==> src/rtl/rpdm_pkg.sv <==
`timescale 1ns / 1ps
// ----------------------------------------------------------------------------
// RMS / peak dBFS meter package
// Shared widths and fixed-point constants of the level meter.
// ----------------------------------------------------------------------------
package rpdm_pkg;

    localparam int SAMPLE_W = 32;
    localparam int LEVEL_W  = 12;
    localparam int FRAMES_W = 11;

    // Longest block; samples past it are dropped and flagged
    localparam logic [FRAMES_W-1:0] MAX_BLOCK_FRAMES = 11'd1024;

    // 160*log10(2) and 320*log10(2) in Q16
    localparam logic [31:0] K_RMS_Q16  = 32'd3156528;
    localparam logic [31:0] K_PEAK_Q16 = 32'd6313057;

    // -120 dB floor in 1/16 dB
    localparam logic [31:0] FLOOR_LEVEL = 32'd1920;

    // Q16 offsets: full scale for mean of squares and for peak
    localparam logic [23:0] RMS_OFS_Q16  = 24'd3407872;   // 52 << 16
    localparam logic [23:0] PEAK_OFS_Q16 = 24'd2031616;   // 31 << 16

endpackage

==> src/rtl/block_rms_peak_dbfs_meter_top.sv <==
`timescale 1ns / 1ps
// ----------------------------------------------------------------------------
// Block RMS / peak level meter, dBFS output
// Accumulates sum of squares and peak magnitude per block and reports both
// levels in 1/16 dBFS when the block closes.
// ----------------------------------------------------------------------------
// Usage:
//   Input channel (sample_valid / sample_stall): one signed sample per item,
//   block_end marks the last sample of a block. Output channel
//   (level_valid / level_stall): one item per block with RMS and peak level,
//   sample count and the drop flag.
//   Each accepted sample is squared on a shared bit-serial 32x32 shift-add
//   multiplier, and the input stalls until the square is added to the sum,
//   so a new sample is taken only once the last one is through (a sample
//   dropped past the block limit does not stall, unless it ends the block).
//   A block end adds the level computation: three Q16 log2 runs (normalize one
//   bit at a time, then 16 squarings) and up to two scale multiplies, all on
//   the same multiplier.
//   The result sits in an output register; the meter keeps accepting samples
//   of the next block while it waits, and only a second block end waits for
//   the register to drain when the receiver stalls.
//   Reset clears the accumulators and the output valid; no clearing pass.
// ----------------------------------------------------------------------------
module block_rms_peak_dbfs_meter_top (
    input  logic                                  clk,
    input  logic                                  rst_n,
    input  logic                                  sample_valid,
    output logic                                  sample_stall,
    input  logic signed [rpdm_pkg::SAMPLE_W-1:0]  sample,
    input  logic                                  block_end,
    output logic                                  level_valid,
    input  logic                                  level_stall,
    output logic signed [rpdm_pkg::LEVEL_W-1:0]   rms_level,
    output logic signed [rpdm_pkg::LEVEL_W-1:0]   peak_level,
    output logic        [rpdm_pkg::FRAMES_W-1:0]  block_frames,
    output logic                                  overflowed
);
    import rpdm_pkg::*;

    typedef enum logic [3:0] {
        ST_IDLE,
        ST_SQ_MUL,
        ST_SQ_ADD,
        ST_LOG_LOAD,
        ST_LOG_NORM,
        ST_LOG_MUL,
        ST_LOG_STEP,
        ST_ATT_START,
        ST_ATT_MUL,
        ST_ATT_DONE,
        ST_FINISH
    } state_t;

    typedef enum logic [1:0] {
        PH_SUM,
        PH_CNT,
        PH_PEAK
    } phase_t;

    state_t st_reg, st_next;
    phase_t ph_reg, ph_next;

    logic [63:0]          sum_reg, sum_next;
    logic [31:0]          peak_reg, peak_next;
    logic [FRAMES_W-1:0]  fc_reg, fc_next;
    logic                 drop_reg, drop_next;
    logic                 pend_reg, pend_next;

    // shared shift-add multiplier
    logic [63:0]          mcand_reg, mcand_next;
    logic [31:0]          mplier_reg, mplier_next;
    logic [63:0]          prod_reg, prod_next;
    logic [4:0]           mcnt_reg, mcnt_next;

    // log2 unit
    logic [63:0]          x_reg, x_next;
    logic [5:0]           e_reg, e_next;
    logic [15:0]          frac_reg, frac_next;
    logic [3:0]           it_reg, it_next;
    logic signed [23:0]   l2_reg, l2_next;

    logic signed [LEVEL_W-1:0] rms_lvl_reg, rms_lvl_next;
    logic signed [LEVEL_W-1:0] peak_lvl_reg, peak_lvl_next;

    logic                      ov_reg, ov_next;
    logic signed [LEVEL_W-1:0] orms_reg, orms_next;
    logic signed [LEVEL_W-1:0] opeak_reg, opeak_next;
    logic [FRAMES_W-1:0]       ofr_reg, ofr_next;
    logic                      odrop_reg, odrop_next;

    logic [31:0]          mag;
    logic [31:0]          pstep;
    logic [15:0]          frac_new;
    logic [30:0]          m_new;
    logic [23:0]          logv;
    logic [23:0]          neg_l2;
    logic [63:0]          rounded;
    logic [31:0]          att;
    logic signed [LEVEL_W-1:0] lvl;
    logic                 silent;
    logic                 accept;
    logic                 out_free;

    assign sample_stall = (st_reg != ST_IDLE);
    assign accept       = sample_valid && !sample_stall;
    assign out_free     = !ov_reg || !level_stall;

    assign mag      = sample[31] ? (~sample + 32'd1) : sample;
    assign pstep    = prod_reg[61:30];
    assign frac_new = {frac_reg[14:0], pstep[31]};
    assign m_new    = pstep[31] ? pstep[31:1] : pstep[30:0];
    assign logv     = {2'b00, e_reg, frac_new};
    assign neg_l2   = 24'd0 - l2_reg;
    assign rounded  = prod_reg + 64'h0000_0000_8000_0000;
    assign att      = rounded[63:32];
    assign lvl      = (att > FLOOR_LEVEL) ? -$signed(FLOOR_LEVEL[LEVEL_W-1:0])
                                          : -$signed(att[LEVEL_W-1:0]);
    assign silent   = (ph_reg == PH_PEAK) ? (peak_reg == 32'd0) : (sum_reg == 64'd0);

    // Sequencer and datapath next state
    always_comb
    begin
        st_next       = st_reg;
        ph_next       = ph_reg;
        sum_next      = sum_reg;
        peak_next     = peak_reg;
        fc_next       = fc_reg;
        drop_next     = drop_reg;
        pend_next     = pend_reg;
        mcand_next    = mcand_reg;
        mplier_next   = mplier_reg;
        prod_next     = prod_reg;
        mcnt_next     = mcnt_reg;
        x_next        = x_reg;
        e_next        = e_reg;
        frac_next     = frac_reg;
        it_next       = it_reg;
        l2_next       = l2_reg;
        rms_lvl_next  = rms_lvl_reg;
        peak_lvl_next = peak_lvl_reg;
        ov_next       = ov_reg;
        orms_next     = orms_reg;
        opeak_next    = opeak_reg;
        ofr_next      = ofr_reg;
        odrop_next    = odrop_reg;

        // output register drains independently
        if (ov_reg && !level_stall)
        begin
            ov_next = 1'b0;
        end

        case (st_reg)
            ST_IDLE:
            begin
                if (accept)
                begin
                    pend_next = block_end;
                    if (fc_reg < MAX_BLOCK_FRAMES)
                    begin
                        if (mag > peak_reg)
                        begin
                            peak_next = mag;
                        end
                        fc_next     = fc_reg + 11'd1;
                        mcand_next  = {32'd0, mag};
                        mplier_next = mag;
                        prod_next   = 64'd0;
                        mcnt_next   = 5'd0;
                        st_next     = ST_SQ_MUL;
                    end
                    else
                    begin
                        drop_next = 1'b1;
                        if (block_end)
                        begin
                            ph_next = PH_SUM;
                            st_next = ST_LOG_LOAD;
                        end
                    end
                end
            end

            ST_SQ_MUL, ST_LOG_MUL, ST_ATT_MUL:
            begin
                if (mplier_reg[0])
                begin
                    prod_next = prod_reg + mcand_reg;
                end
                mcand_next  = {mcand_reg[62:0], 1'b0};
                mplier_next = {1'b0, mplier_reg[31:1]};
                mcnt_next   = mcnt_reg + 5'd1;
                if (mcnt_reg == 5'd31)
                begin
                    if (st_reg == ST_SQ_MUL)
                    begin
                        st_next = ST_SQ_ADD;
                    end
                    else if (st_reg == ST_LOG_MUL)
                    begin
                        st_next = ST_LOG_STEP;
                    end
                    else
                    begin
                        st_next = ST_ATT_DONE;
                    end
                end
            end

            ST_SQ_ADD:
            begin
                sum_next = sum_reg + {10'd0, prod_reg[63:10]};
                if (pend_reg)
                begin
                    ph_next = PH_SUM;
                    st_next = ST_LOG_LOAD;
                end
                else
                begin
                    st_next = ST_IDLE;
                end
            end

            ST_LOG_LOAD:
            begin
                case (ph_reg)
                    PH_SUM:  x_next = sum_reg;
                    PH_CNT:  x_next = {53'd0, fc_reg};
                    default: x_next = {32'd0, peak_reg};
                endcase
                e_next    = 6'd63;
                frac_next = 16'd0;
                it_next   = 4'd0;
                st_next   = ST_LOG_NORM;
            end

            // one bit of normalization per cycle
            ST_LOG_NORM:
            begin
                if (!x_reg[63] && e_reg != 6'd0)
                begin
                    x_next = {x_reg[62:0], 1'b0};
                    e_next = e_reg - 6'd1;
                end
                else
                begin
                    mcand_next  = {33'd0, x_reg[63:33]};
                    mplier_next = {1'b0, x_reg[63:33]};
                    prod_next   = 64'd0;
                    mcnt_next   = 5'd0;
                    st_next     = ST_LOG_MUL;
                end
            end

            // one fraction bit per squaring
            ST_LOG_STEP:
            begin
                frac_next = frac_new;
                it_next   = it_reg + 4'd1;
                if (it_reg == 4'd15)
                begin
                    case (ph_reg)
                        PH_SUM:
                        begin
                            l2_next = $signed(logv);
                            ph_next = PH_CNT;
                            st_next = ST_LOG_LOAD;
                        end
                        PH_CNT:
                        begin
                            l2_next = l2_reg - $signed(logv) - $signed(RMS_OFS_Q16);
                            st_next = ST_ATT_START;
                        end
                        default:
                        begin
                            l2_next = $signed(logv) - $signed(PEAK_OFS_Q16);
                            st_next = ST_ATT_START;
                        end
                    endcase
                end
                else
                begin
                    mcand_next  = {33'd0, m_new};
                    mplier_next = {1'b0, m_new};
                    prod_next   = 64'd0;
                    mcnt_next   = 5'd0;
                    st_next     = ST_LOG_MUL;
                end
            end

            ST_ATT_START:
            begin
                if (silent || !l2_reg[23])
                begin
                    if (ph_reg == PH_PEAK)
                    begin
                        peak_lvl_next = silent ? -$signed(FLOOR_LEVEL[LEVEL_W-1:0])
                                               : '0;
                        st_next = ST_FINISH;
                    end
                    else
                    begin
                        rms_lvl_next = silent ? -$signed(FLOOR_LEVEL[LEVEL_W-1:0])
                                              : '0;
                        ph_next = PH_PEAK;
                        st_next = ST_LOG_LOAD;
                    end
                end
                else
                begin
                    mcand_next  = {40'd0, neg_l2};
                    mplier_next = (ph_reg == PH_PEAK) ? K_PEAK_Q16 : K_RMS_Q16;
                    prod_next   = 64'd0;
                    mcnt_next   = 5'd0;
                    st_next     = ST_ATT_MUL;
                end
            end

            ST_ATT_DONE:
            begin
                if (ph_reg == PH_PEAK)
                begin
                    peak_lvl_next = lvl;
                    st_next = ST_FINISH;
                end
                else
                begin
                    rms_lvl_next = lvl;
                    ph_next = PH_PEAK;
                    st_next = ST_LOG_LOAD;
                end
            end

            // once the output register is free, hand the result over and start a fresh block
            ST_FINISH:
            begin
                if (out_free)
                begin
                    ov_next    = 1'b1;
                    orms_next  = rms_lvl_reg;
                    opeak_next = peak_lvl_reg;
                    ofr_next   = fc_reg;
                    odrop_next = drop_reg;
                    sum_next   = 64'd0;
                    peak_next  = 32'd0;
                    fc_next    = '0;
                    drop_next  = 1'b0;
                    pend_next  = 1'b0;
                    st_next    = ST_IDLE;
                end
            end

            default:
            begin
                st_next = ST_IDLE;
            end
        endcase
    end

    // State and registered outputs
    always_ff @(posedge clk or negedge rst_n)
    begin
        if (!rst_n)
        begin
            st_reg   <= ST_IDLE;
            ph_reg   <= PH_SUM;
            sum_reg  <= 64'd0;
            peak_reg <= 32'd0;
            fc_reg   <= '0;
            drop_reg <= 1'b0;
            pend_reg <= 1'b0;
            ov_reg   <= 1'b0;
        end
        else
        begin
            st_reg   <= st_next;
            ph_reg   <= ph_next;
            sum_reg  <= sum_next;
            peak_reg <= peak_next;
            fc_reg   <= fc_next;
            drop_reg <= drop_next;
            pend_reg <= pend_next;
            ov_reg   <= ov_next;
        end
    end

    // Datapath registers, no reset
    always_ff @(posedge clk)
    begin
        mcand_reg    <= mcand_next;
        mplier_reg   <= mplier_next;
        prod_reg     <= prod_next;
        mcnt_reg     <= mcnt_next;
        x_reg        <= x_next;
        e_reg        <= e_next;
        frac_reg     <= frac_next;
        it_reg       <= it_next;
        l2_reg       <= l2_next;
        rms_lvl_reg  <= rms_lvl_next;
        peak_lvl_reg <= peak_lvl_next;
        orms_reg     <= orms_next;
        opeak_reg    <= opeak_next;
        ofr_reg      <= ofr_next;
        odrop_reg    <= odrop_next;
    end

    assign level_valid  = ov_reg;
    assign rms_level    = orms_reg;
    assign peak_level   = opeak_reg;
    assign block_frames = ofr_reg;
    assign overflowed   = odrop_reg;

`ifndef NO_ASSERTIONS
    // accumulated count never passes the block limit
    a_fc_limit: assert property (@(posedge clk) disable iff (!rst_n)
        fc_reg <= MAX_BLOCK_FRAMES)
        else $error("frame count past block limit");

    // a reported block always holds at least one sample
    a_frames_range: assert property (@(posedge clk) disable iff (!rst_n)
        level_valid |-> (block_frames != '0 && block_frames <= MAX_BLOCK_FRAMES))
        else $error("block frame count out of range");

    // levels stay between the floor and full scale
    a_level_range: assert property (@(posedge clk) disable iff (!rst_n)
        level_valid |-> (rms_level <= 0 && rms_level >= -12'sd1920 &&
                         peak_level <= 0 && peak_level >= -12'sd1920))
        else $error("level out of range");

    // a drop can only be flagged in a full block
    a_drop_full: assert property (@(posedge clk) disable iff (!rst_n)
        level_valid && overflowed |-> block_frames == MAX_BLOCK_FRAMES)
        else $error("drop flagged in short block");
`endif

endmodule

==> config.mk <==
export PLATFORM = sky130hd
export DESIGN_NAME = block_rms_peak_dbfs_meter_top
export DESIGN_NICKNAME = d
export VERILOG_FILES = /design/src/rtl/rpdm_pkg.sv /design/src/rtl/block_rms_peak_dbfs_meter_top.sv
export SDC_FILE = /design/constraint.sdc
export NUM_CORES = 1
export LEC_CHECK = 0
export BUFFER_PORTS_ARGS = -buffer_cell sky130_fd_sc_hd__buf_2
export CORE_MARGIN = 2
export CORE_UTILIZATION = 50
export CTS_BUF_LIST = sky130_fd_sc_hd__clkbuf_4 sky130_fd_sc_hd__clkbuf_8
export CTS_CLUSTER_SIZE = 30
export DETAILED_ROUTE_END_ITERATION = 8
export PLACE_DENSITY = 0.66
export SYNTH_ARGS = -nofsm -noshare
export SYNTH_HDL_FRONTEND = slang
export SYNTH_SLANG_ARGS = --single-unit
==> constraint.sdc <==
create_clock -name clk -period 12.5 [get_ports clk]
set_clock_uncertainty 0.2 [all_clocks]
set_input_delay 0 -clock clk [delete_from_list [all_inputs] [get_ports clk]]
set_output_delay 0 -clock clk [all_outputs]
set_load 0.05 [all_outputs]
# After elaboration in Yosys (flattened, before gate mapping)
# Index checks and enable logic that the tools add are counted.
# totals
elab_cells,203
output_inout_bits,38
reg_bits,454
# op_classes
n_eq_ne,35
order_cmp,3
n_reduce_logical,38
n_mux,90
addsub,13
bitwise_logic,1
# ops
op,count
$mux 64,13
$pmux 64 s5,2
$pmux 64 s2,3
$mux 32,10
$pmux 32 s5,1
$mux 12,8
$add 64x32->64 const B,1
$add 64x54->64,1
$add 64x64->64,1
$logic_not 64->1,1
$pmux 32 s2,1
$pmux 12 s2,2
$pmux 24 s2,1
$mux 4,11
$ne 2x2->1 const B,19
$pmux 4 s9,1
$mux 11,3
$add 32x1->32 const B,1
$gt 32x11->1 const B,1
$gt 32x32->1,1
$logic_not 32->1,1
$not 32->32,1
$mux 31,1
$pmux 15 s2,1
48 further kinds,94

# Logic depth before layout (Yosys ltp)
# depth
ltp_word,8
depth_mapped,21

# Worst setup path after synthesis
# No wires, ideal clock.
# synth_timing
path_type,reg2reg
from,register st_reg[0]
to,"register prod_reg[0], enable pin"
path_slack_ns,1.016
path_stages_with_launch,8
synth_period_minus_slack_ns,11.484
t_arrival_ns,10.858
path_buffers,2
setup_time_ns,0.426
path_cell_list,dfrtp_1 -> clkbuf_1 -> clkbuf_1 -> a21oi_1 -> o32ai_2 -> o221ai_1 -> a211oi_1 -> o21a_1
# synth_via
elab_chain_len,5
elab_cells_between_ends,19
# synth_rtl
item,line,text
start: declaration,block_rms_peak_dbfs_meter_top.sv:60,"state_t st_reg, st_next;"
start signal: assignment,block_rms_peak_dbfs_meter_top.sv:376,st_reg <= st_next;
branches (longest 4 deep; another with $reduce_bool 5->1),n/a,
$reduce_and 7->1 (no source line) *,n/a,
end signal: assignment,block_rms_peak_dbfs_meter_top.sv:392,prod_reg <= prod_next;
end: declaration,block_rms_peak_dbfs_meter_top.sv:72,"logic [63:0] prod_reg, prod_next;"
# Every way passes the cells marked *.
# A chain may end at the register's enable or synchronous reset.

# Worst setup path in the final report
# layout_timing
from,input port sample[13] (netlist name)
to,register peak_reg[28]
# layout_via
elab_chain_len,7
elab_cells_between_ends,10
# layout_rtl
item,line,text
start: declaration,block_rms_peak_dbfs_meter_top.sv:29,"input logic signed [rpdm_pkg::SAMPLE_W-1:0] sample,"
$not 32->32,block_rms_peak_dbfs_meter_top.sv:108,assign mag = sample[31] ? (~sample + 32'd1) : sample;
$add 32x1->32,block_rms_peak_dbfs_meter_top.sv:108,
$mux 32 *,block_rms_peak_dbfs_meter_top.sv:108,
branches (longest 4 deep; another with $gt 32x32->1),n/a,
end signal: assignment,block_rms_peak_dbfs_meter_top.sv:379,peak_reg <= peak_next;
end: declaration,block_rms_peak_dbfs_meter_top.sv:64,"logic [31:0] peak_reg, peak_next;"
# Every way passes the cells marked *. The select of a mux whose other input is x is not followed.

==> flow_metrics.tcl <==
set metrics [dict create \
    synth_commonest_cells "343 x sky130_fd_sc_hd__nand2_1, 338 x sky130_fd_sc_hd__edfxtp_1, 254 x sky130_fd_sc_hd__o21ai_0, 242 x sky130_fd_sc_hd__nor2_1, 204 x sky130_fd_sc_hd__ha_1" \
    ant_nets 0 \
    drive_above_1_share_pct 9.229 \
    synthesis.instances 3131 \
    setup.worst_path.end_class "register" \
    ctsRootBufferMaster "sky130_fd_sc_hd__clkbuf_8" \
    stdcell_area_sq_um 33100 \
    final_hold_viol_count 0 \
    dpl_worst_slack_ns 7.615 \
    avgRoutedWirePerCell_um 23.18 \
    first_pass_drt_iterations 6 \
    rrSetupSlack_ns 7.53 \
    holdPathStages 4 \
    setup_total_negative_slack_ns 0 \
    worst_ep_required_time_ns 12.90 \
    met3_usage_pct 5.050 \
    synth_top_cells_by_area "sky130_fd_sc_hd__edfxtp_1 34%, sky130_fd_sc_hd__dfrtp_1 9.8%, sky130_fd_sc_hd__ha_1 8.6%" \
    route.detailed.drc 0 \
    clock_latency_ns 0.71 \
    irDropWorstVdd_v 0.00008108 \
    rsz_0062_raised_after_global_routing "false" \
    overflow 0 \
    maxSlewHeadroom_pct 26.26 \
    setup_violations 0 \
    power_density_nw_per_um2 96.03 \
    i_o_pins 75 \
    static-leakage-power_nw 13.96 \
    min-delay-path-class "input pin to register" \
    rows 89 \
    crit_type "input pin to register" \
    cts_hold_buf 64 \
    final_net_count 3475 \
    global_route_wire_length_before_repair_mm 143.2 \
    power_frac_comb_pct 2.8 \
    arrival_ns 6.14 \
    placement.cell_area_sq_um 30740 \
    htreeDepth 3 \
    yosys_most_used_dff "sky130_fd_sc_hd__edfxtp_1" \
    synth.top_cell.area_share_pct 34.11 \
    p_int_w 0.002452 \
    clockBufferDepth 3 \
    mappedNetlistNets 3375 \
    synth.largest_area_cell "sky130_fd_sc_hd__edfxtp_1" \
    avgSynthCellArea_sq_um 9.503 \
    detail_route.wirelength_mm 94.33 \
    switchingPower_w 0.0007268 \
    grt_antenna_before_repair 2 \
    die_width_um 247.9 \
    detailedPlacementHpwl_mm 69.19 \
    grt_start_max_net_pins 108 \
    gr-usage-all-layers_pct 30.73 \
    global_route.usage.met1_pct 42.23 \
    first_iter_violations 2788 \
    vias_per_cell 6.244 \
    power_switching_share_pct 22.87 \
    max_clock_freq_mhz 174.2 \
    synth_cell_types 85 \
    die_height_um 247.9 \
    worst_r2r_path_depth 11 \
    synth_edf_count 338 \
    synth_most_common_cell "sky130_fd_sc_hd__nand2_1" \
    effective_utilization_at_floorplan_pct 50.51 \
    clkPwrFrac_pct 46.7 \
    run_status "finished clean" \
    cap_violations 0 \
    gpl.final_weighted_congestion 0.9611 \
    core_region_area_sq_um 58910 \
    port_buffer_count 74 \
    grt.met2_usage_pct 49.02 \
    vias 25410 \
    synth_async_sr_flop_share_pct 25.55 \
    worst_slew_pin_slew_ns 1.106 \
    power.sequential.fraction_pct 50.5 \
    synth_sequential_area_ratio_pct 43.87 \
    timing.final.max_slew_violations 0 \
    finalHoldWorstSlack_ns 0.03403 \
    cts_resized 0 \
    die_area_sq_um 61470 \
    critical_path_peak_fanout 57 \
    yosysWarningCount 0 \
    number_of_sinks_driven_by_the_clock_tree 454 \
    first_global_vias 24120 \
    timing.final.crit_share_pct 45.93 \
    clock_tree_from_tritoncts "yes" \
    cts.reportedPaths.clkPinSlew_ns 0.06 \
    finalWorstSetupSlack_ns 6.759 \
    synthToLayoutAreaGrowth_pct 11.25 \
    tritoncts_buffers 84 \
    worstSetupStartpointType "input pin" \
    post_route_minimum_period_ns 5.741 \
    fillCellCount 5199 \
    synth.cell_area_sq_um 29750 \
    cts.repair_timing.setup_buffer_count 0 \
    synth_seq_cells 454 \
    grt_busiest_layer "met2" \
]
==> power by group through the flow <==
stage	registers, W	logic (W)	clock network [W]
finish	0.00160	0.0000889	0.00149
detailed placement	0.00163	0.0000667	0
CTS	0.00160	0.0000885	0.00151
global placement	0.00163	0.0000663	0
global route	0.00160	0.0000960	0.00158
floorplan	0.00163	0.0000289	0
==> cell families after synthesis <==
family / synth area share (%)
and+or+nand+nor: 15.98
AOI/OAI and AO/OA: 19.42
DFF: 43.87
buffers and inverters: 4.323
adders and majority gates: 8.781
xor gates and xnor gates: 5.795
muxes: 1.833
==> area by class of cell <==
cell class              count  area, sq um  share of cell area, %
well taps                 773        967.2                  2.922
multi-input cells        2358        15490                  46.80
flip-flops and latches    454        13050                  39.44
inverters                 162        608.1                  1.837
clock buffers             119         1450                  4.381
repair buffers            171         1279                  3.863
diodes                      2        5.005                0.01512
clock inverters            30        247.7                 0.7484
==> cells in the final DEF (no fill, tap or decap), types with 40 or more instances in the layout <==
cell type	instances
sky130_fd_sc_hd__nand4_1	55
sky130_fd_sc_hd__o21ai_0	254
sky130_fd_sc_hd__nand3_1	113
sky130_fd_sc_hd__edfxtp_1	338
sky130_fd_sc_hd__xnor2_1	93
sky130_fd_sc_hd__nand2_1	341
sky130_fd_sc_hd__dlygate4sd3_1	63
sky130_fd_sc_hd__xor2_1	102
sky130_fd_sc_hd__a21oi_1	202
sky130_fd_sc_hd__buf_2	73
sky130_fd_sc_hd__ha_1	204
sky130_fd_sc_hd__a21o_1	114
sky130_fd_sc_hd__nor3_1	40
sky130_fd_sc_hd__and3_1	61
sky130_fd_sc_hd__inv_1	161
sky130_fd_sc_hd__dfrtp_1	115
sky130_fd_sc_hd__nor2_1	236
sky130_fd_sc_hd__mux2i_1	50
sky130_fd_sc_hd__clkbuf_8	89
==> critical path, stage by stage <==
cell                            delay [ns]
sky130_fd_sc_hd__dlygate4sd3_1        0.54
sky130_fd_sc_hd__buf_2                0.14
sky130_fd_sc_hd__or4_4                0.54
sky130_fd_sc_hd__or3_4                0.36
sky130_fd_sc_hd__or4_4                0.46
sky130_fd_sc_hd__dlygate4sd3_1        0.59
sky130_fd_sc_hd__nor3_1               0.27
sky130_fd_sc_hd__nand2_1              0.08
sky130_fd_sc_hd__nand2_1              0.13
sky130_fd_sc_hd__xor2_1               0.28
sky130_fd_sc_hd__dlygate4sd3_1        0.61
sky130_fd_sc_hd__inv_1                0.06
sky130_fd_sc_hd__ha_1                 0.28
sky130_fd_sc_hd__nand4_1              0.12
sky130_fd_sc_hd__nor2_1               0.22
sky130_fd_sc_hd__nand2_1              0.10
sky130_fd_sc_hd__o21ai_0              0.19
sky130_fd_sc_hd__o211a_1              0.25
sky130_fd_sc_hd__buf_4                0.48
sky130_fd_sc_hd__nand2_1              0.23
sky130_fd_sc_hd__o22ai_1              0.18
==> metal layers <==
metal | wire [um] | share of wire [%]
met1 | 40750 | 43
met2 | 42900 | 45
met3 | 7122 | 7.6
met4 | 3552 | 3.8
met5 | 0 | 0
==> per-stage QoR <==
step	cells	util, %	power, W
floorplan	3131	-	0.001663
global placement	3854	52.18	0.001700
detailed placement	3854	52.18	0.001700
CTS	4067	56.18	0.003201
global route	4068	56.19	0.003278
finish	4069	56.19	0.003179
==> path summary, 6_finish.rpt <==
path / startpoint / to
max: sample[13] / peak_reg[28]$_DFFE_PN0P_
max in group asynchronous: rst_n / sum_reg[28]$_DFFE_PN0P_
min: sample_valid / drop_reg$_DFFE_PN0P_
min reg2reg: rms_lvl_reg[2]$_DFFE_PP_ / rms_level[2]$_DFFE_PP_
max reg2reg: ph_reg[0]$_DFFE_PN0P_ / prod_reg[45]$_SDFFCE_PP0P_
min in group asynchronous: rst_n / fc_reg[8]$_DFFE_PN0P_
Power figures use the tool's default switching activity.
